==> config.mk <==
export PLATFORM = sky130hd
export DESIGN_NAME = hem_front
export DESIGN_NICKNAME = d
export VERILOG_FILES = /design/src/rtl/hem_pkg.sv /design/src/rtl/hem_front.sv
export SDC_FILE = /design/constraint.sdc
export NUM_CORES = 1
export LEC_CHECK = 0
export BUFFER_PORTS_ARGS = -buffer_cell sky130_fd_sc_hd__buf_2
export CORE_MARGIN = 2
export CORE_UTILIZATION = 51
export DETAILED_ROUTE_END_ITERATION = 10
export PLACE_DENSITY = 0.8
export SYNTH_ARGS = -nofsm -noshare
export SYNTH_HDL_FRONTEND = slang
export SYNTH_SLANG_ARGS = --single-unit
==> constraint.sdc <==
create_clock -name clk -period 7.99 [get_ports clk]
set_input_delay 0.799 -clock clk [delete_from_list [all_inputs] [get_ports clk]]
set_output_delay 0.799 -clock clk [all_outputs]
set_load 0.01 [all_outputs]
==> src/rtl/hem_pkg.sv <==
`timescale 1ns / 1ps
// ----------------------------------------------------------------------------
// hem_pkg
// shared types and constants of the hdr exposure merge unit
// ----------------------------------------------------------------------------
package hem_pkg;

  localparam int LEVEL_BITS_DEF = 16;
  localparam int SAMPLE_W       = 16;
  localparam int RESP_W         = 24;
  localparam int WEIGHT_W       = 16;
  localparam int SCALE_W        = 24;
  localparam int ACC_W          = 64;
  localparam int FRAC_BITS      = 16;
  localparam int RAD_W          = 24;
  localparam int QUEUE_DEPTH    = 2;

  localparam logic       REQ_SAMPLE = 1'b0;
  localparam logic       REQ_LOAD   = 1'b1;
  localparam logic [1:0] SEL_RED    = 2'd0;
  localparam logic [1:0] SEL_GREEN  = 2'd1;
  localparam logic [1:0] SEL_BLUE   = 2'd2;
  localparam logic [1:0] SEL_WEIGHT = 2'd3;

  typedef struct packed {
    logic        req_type;
    logic [15:0] red_sample;
    logic [15:0] green_sample;
    logic [15:0] blue_sample;
    logic [23:0] exposure_scale;
    logic        last_exposure;
    logic [1:0]  table_select;
    logic [15:0] table_index;
    logic [23:0] table_value;
  } hem_in_t;

  typedef struct packed {
    logic [23:0] red_radiance;
    logic [23:0] green_radiance;
    logic [23:0] blue_radiance;
  } hem_out_t;

  // back-end sequencer
  typedef enum logic [2:0] {
    ST_IDLE,
    ST_READ,
    ST_MUL1,
    ST_MUL2,
    ST_ACC,
    ST_DIV,
    ST_OUT
  } hem_state_t;

endpackage

==> src/rtl/hem_front.sv <==
`timescale 1ns / 1ps
// ----------------------------------------------------------------------------
// hem_front
// accepts items, writes table loads into the curve memories, queues samples
// ----------------------------------------------------------------------------
module hem_front import hem_pkg::*; #(
  parameter int LEVEL_BITS = LEVEL_BITS_DEF
) (
  input  logic                  clk,
  input  logic                  rst_n,
  input  logic                  in_valid,
  output logic                  in_ready,
  input  hem_in_t               in_data,
  // sample queue toward the back end
  output logic                  q_valid,
  input  logic                  q_pop,
  output hem_in_t               q_data,
  // curve memory write port
  output logic                  wr_en,
  output logic [1:0]            wr_sel,
  output logic [LEVEL_BITS-1:0] wr_addr,
  output logic [RESP_W-1:0]     wr_data
);

  localparam int PW = $clog2(QUEUE_DEPTH);

  hem_in_t            q_mem_r [QUEUE_DEPTH];
  logic [PW-1:0]      rd_ptr_r, wr_ptr_r;
  logic [PW:0]        cnt_r, cnt_nxt;
  logic               acc_load, acc_samp, idx_ok;

  // a load waits until every queued sample has read the curves
  assign in_ready = (cnt_r != (PW+1)'(QUEUE_DEPTH)) &&
                    ((in_data.req_type == REQ_SAMPLE) || (cnt_r == '0));
  assign acc_load = in_valid && in_ready && (in_data.req_type == REQ_LOAD);
  assign acc_samp = in_valid && in_ready && (in_data.req_type == REQ_SAMPLE);
  generate
    if (LEVEL_BITS < 16) begin : g_chk
      assign idx_ok = (in_data.table_index[15:LEVEL_BITS] == '0);
    end else begin : g_full
      assign idx_ok = 1'b1;
    end
  endgenerate

  assign wr_en   = acc_load && idx_ok;
  assign wr_sel  = in_data.table_select;
  assign wr_addr = in_data.table_index[LEVEL_BITS-1:0];
  assign wr_data = (in_data.table_select == SEL_WEIGHT) ?
                   {8'd0, in_data.table_value[15:0]} : in_data.table_value;

  assign q_valid = (cnt_r != '0);
  assign q_data  = q_mem_r[rd_ptr_r];

  always_comb begin
    cnt_nxt = cnt_r + (PW+1)'(acc_samp) - (PW+1)'(q_pop);
  end

  always_ff @(posedge clk) begin
    if (acc_samp) q_mem_r[wr_ptr_r] <= in_data;
    if (!rst_n) begin
      rd_ptr_r <= '0;
      wr_ptr_r <= '0;
      cnt_r    <= '0;
    end else begin
      cnt_r <= cnt_nxt;
      if (acc_samp) wr_ptr_r <= wr_ptr_r + PW'(1);
      if (q_pop)    rd_ptr_r <= rd_ptr_r + PW'(1);
    end
  end

endmodule

Yosys cells after proc, flatten, opt, wreduce, memory -nomap -nowiden
Memory sizes are Yosys's and may differ from the RTL's. A register that Yosys moved wholly into a read port is not among the register bits.
Index checks and enable logic that the tools add are counted.

word-level totals
  memory bits (writable) = 232
  input port bits = 120
  output and inout port bits = 161
  memories kept = 1
  register bits after elaboration = 4
  logic and storage cells = 23

operators by class
  bitwise logic cells = 1
  reductions and logical operators = 7
  mux-type cells = 5
  eq/ne operators = 2
  $add $sub $neg = 4

memories
  memory   words  bits a word  rd ports  clocked after memory_dff  wr ports  RTL line         source
  q_mem_r  2      116          1         1                         1         hem_front.sv:27  hem_in_t q_mem_r [QUEUE_DEPTH];

operators by type and width
  operator                                     count
  24-bit two-way mux                           1
  1-bit logical AND                            4
  1-bit two-way mux                            4
  1-bit adder (second input constant)          2
  2-bit by 1-bit adder with 2-bit output       1
  2-bit equality test (second input constant)  1
  2-bit logical NOT                            1
  2-bit != test (second input constant)        1
  2-bit nonzero test                           1
  2-bit by 1-bit subtractor with 2-bit output  1
  1-bit logical OR                             1
  1-bit inverter                               1

Longest topological paths before layout
  word-level depth = 7
  depth in mapped cells = 7
  depth with buffers taken out = 7

Least setup slack after synthesis
Ideal clock, no wire load.

  path kind = input -> register
  start = in in_data[115] in the netlist's numbering
  end = mem q_mem_r[1][0] in the netlist's numbering (enable)
  stages = 3
  path slack = 1.321 ns
  path buffers = 0
  required time = 7.398 ns
  setup time = 0.592 ns
  data arrival time = 6.077 ns
  cells stage by stage = nand2b_1 -> or2_2 -> nor2_1

between the ends
  longest elaborated chain between the ends = 7

ends and longest elaborated chain
  item                                       RTL line                          source
  from (decl)                                hem_front.sv:13                   input hem_in_t in_data,
  1-bit inverter *                           hem_front.sv:34, hem_front.sv:36
  1-bit logical OR                           hem_front.sv:34                   ((in_data.req_type == REQ_SAMPLE) || (cnt_r == '0));
  1-bit logical AND                          hem_front.sv:33                   assign in_ready = (cnt_r != (PW+1)'(QUEUE_DEPTH)) &&
  1-bit logical AND                          hem_front.sv:36                   assign acc_samp = in_valid && in_ready && (in_data.req_type == REQ_SAMPLE);
  1-bit logical AND *                        hem_front.sv:36
  1-bit two-way mux *                        hem_front.sv:59                   if (acc_samp) q_mem_r[wr_ptr_r] <= in_data;
  1-bit two-way mux (not written as such) *  hem_front.sv:59
  to (decl)                                  hem_front.sv:27

Mark *: on every way between the ends. The rest lies on a longest branch, timed or not.

==> flow_metrics.py <==
metrics = {
    "timing": {
        "worst_pin_slew_ns": 1.093,
        "finalHoldViolations": 0,
        "slew_violations": 0,
        "max_freq_mhz": 270.3,
        "tns_ns": 0,
        "fin_crit_ns": 3.699,
        "finClkSkew_ns": 0.006156,
        "finalSetupViolCount": 0,
        "rsz0062_at_grt": "no",
        "fin_crit_sh_pct": 46.30,
        "slew_headroom_pct": 27.13,
    },
    "worst_setup_path": {
        "crit_path_max_incr_delay_ns": 1.06,
        "startpoint_type": "flop",
        "path_cells": "buf_4 > mux2_2 > buf_2",
        "crit_type": "reg -> out",
        "crit_family": "flip-flops",
        "crit_buf_inv": 2,
        "crit_path_max_fanout": 74,
        "end_kind": "primary output",
        "slowest_stage": "dfxtp_4",
        "critPathArrivalTime_ns": 2.90,
        "required_ns": 7.19,
    },
    "placement": {
        "place.port_buffers": 280,
        "gp_congestion": 0.7776,
        "dpl.hpwl_mm": 11.58,
    },
    "floorplan": {
        "die_w_um": 137.5,
        "core_um2": 17360,
        "num_io_pins": 281,
        "rows": 48,
        "die_y_um": 137.5,
        "initial_core_util_pct": 52.36,
        "dieArea_um2": 18900,
    },
    "yosys": {
        "synth_mux_area_share_pct": 16.15,
        "syn_inst": 433,
        "synth_fp_nets": 554,
        "ys_seq_area_share_pct": 77.75,
        "yosys_register_bits": 237,
        "ys_types": 20,
        "synth-simple-area-share_pct": 1.390,
        "synth_top_family_by_area": "multiplexers",
        "synth_compound_area_share_pct": 0.2203,
        "synth.cell_area_um2": 9089,
        "yosysWarnings": 0,
        "synthXorXnorAreaFrac_pct": 0.2891,
        "synthAdderAreaFrac_pct": 0.1377,
        "avgSynthCellArea_um2": 20.99,
    },
    "clocking": {
        "cts_hold_buf": 0,
        "cts_inserted_buffers": 24,
        "clkTransAtPathRegs_ns": 0.06,
        "cts_tree": "done",
        "clockBufferDepth": 3,
        "htreeDepth": 1,
        "cts_root_buf": "clkbuf_16",
        "clock_latency_ns": 0.50,
        "clock-sinks": 237,
        "cts_resized": 0,
        "post_cts_buffers": 0,
    },
    "final_layout": {
        "fin_nets": 816,
        "layout_commonest_cell": "buf_2",
        "fillers": 1206,
        "post-route-util_pct": 64.64,
        "area_growth_pct": 23.44,
        "drive_gt1_share_pct": 61.66,
        "mostFrequentLayoutCells": "280 x buf_2, 232 x edfxtp_1, 77 x mux2_2",
    },
    "power": {
        "p_per_area_nw_per_um2": 254.1,
        "power.total_mw": 2.850,
        "ir_drop_v": 0.0001891,
        "power_leakage_nw": 4.337,
    },
    "global_routing": {
        "grt_overflow": 0,
        "antenna_found_initial": 1,
        "grt_pass1_vias": 4889,
        "grt_max_degree": 81,
        "track_usage_pct": 16.95,
        "grt_pass1_wl_mm": 24.50,
    },
    "route": {
        "drt-total-wl_mm": 17.04,
        "drt_iter0_drc": 318,
        "vias": 4741,
        "drt_pass1_iterations": 4,
        "drc": 0,
        "viasPerCell": 5.054,
        "wire_per_inst_um": 18.16,
        "final_antenna_net_count": 0,
    },
    "flow_run": {
        "drv_cap": 0,
    },
    "min_path": {
        "holdCritPathClass": "in -> reg",
    },
    "status": {
        "outcome": "completed",
    },
}
-- cells by family (layout without fill, tap and decap cells) --
family | Yosys count | after routing
other cells | 0 | 1
simple gates | 21 | 21
mux | 117 | 117
flops | 237 | 237
buf+inv | 50 | 329
compound gates | 4 | 4
xor+xnor | 3 | 3
fa+ha+maj | 1 | 1
-- report_power, final --
| group | total (mW) | leakage (nW) | switching (mW) | internal, mW |
|---|---|---|---|---|
| Combinational | 0.318 | 1.80 | 0.160 | 0.157 |
| Sequential | 1.47 | 2.16 | 0.0314 | 1.44 |
| Clock | 1.06 | 0.376 | 0.422 | 0.640 |
| Total | 2.85 | 4.34 | 0.613 | 2.24 |
-- per-layer routing --
layer / GRT usage [%] / up-vias / routed length, um
met4: 4.811 / 0 / 295
met5: 0 / - / 0
met1: 19.12 / 2317 / 6282
met3: 4.746 / 29 / 1644
met2: 31.32 / 227 / 8814
li1: - / 2168 / -
-- state kept, by name (all words and copies together) (netlist names), named ones only --
register  flops
rd_ptr_r      1
q_mem_r     232
cnt_r         2
wr_ptr_r      1
-- cells in the mapped netlist (all sizes together) --
cell type / number / share of area, %
nor2b: 1 / 0.15
and3: 1 / 0.069
nand2b: 1 / 0.069
ha: 1 / 0.14
o21ai: 2 / 0.11
or2: 2 / 0.14
edfxtp: 232 / 77
xnor2: 3 / 0.29
a21oi: 2 / 0.11
and2: 10 / 0.69
dfxtp: 5 / 1.1
nand2: 1 / 0.041
buf: 47 / 3.9
inv: 3 / 0.12
mux2: 117 / 16
or3: 1 / 0.069
nor2: 4 / 0.17
-- per-stage QoR --
stage | cell area [um2] | instances | setup slack (ns) | hold slack (ns)
after floorplan | 9089 | 433 | 1.321 | 0.4624
after global placement | 10450 | 894 | 4.377 | 0.4836
after detailed placement | 10450 | 894 | 4.290 | 0.4971
after CTS | 11220 | 937 | 4.256 | 0.4601
after global routing | 11220 | 937 | 4.140 | 0.4618
final | 11220 | 938 | 4.291 | 0.4851
-- final cells by class --
cell class / count / area [um2] / share of cell area, %
Multi-Input combinational cell: 146 / 1660 / 14.80
Tap cell: 225 / 281.5 / 2.509
Clock inverter: 7 / 60.06 / 0.5353
Timing Repair Buffer: 283 / 1424 / 12.69
Antenna cell: 1 / 2.502 / 0.02230
Clock buffer: 36 / 706.9 / 6.301
Inverter: 3 / 13.76 / 0.1227
Sequential cell: 237 / 7071 / 63.02
-- worst paths after layout --
kind,to,slack (ns),start,depth (start not counted)
worst min register to register,flop,0.52,rd_ptr_r,2
worst max register to register,q_mem_r[1][74],4.93,cnt_r[0],4
worst max-delay path,q_data[46],4.29,flop,3
worst min-delay path,q_mem_r[1][72],0.49,in_data[72],1
(Power assumes the default switching activity.)
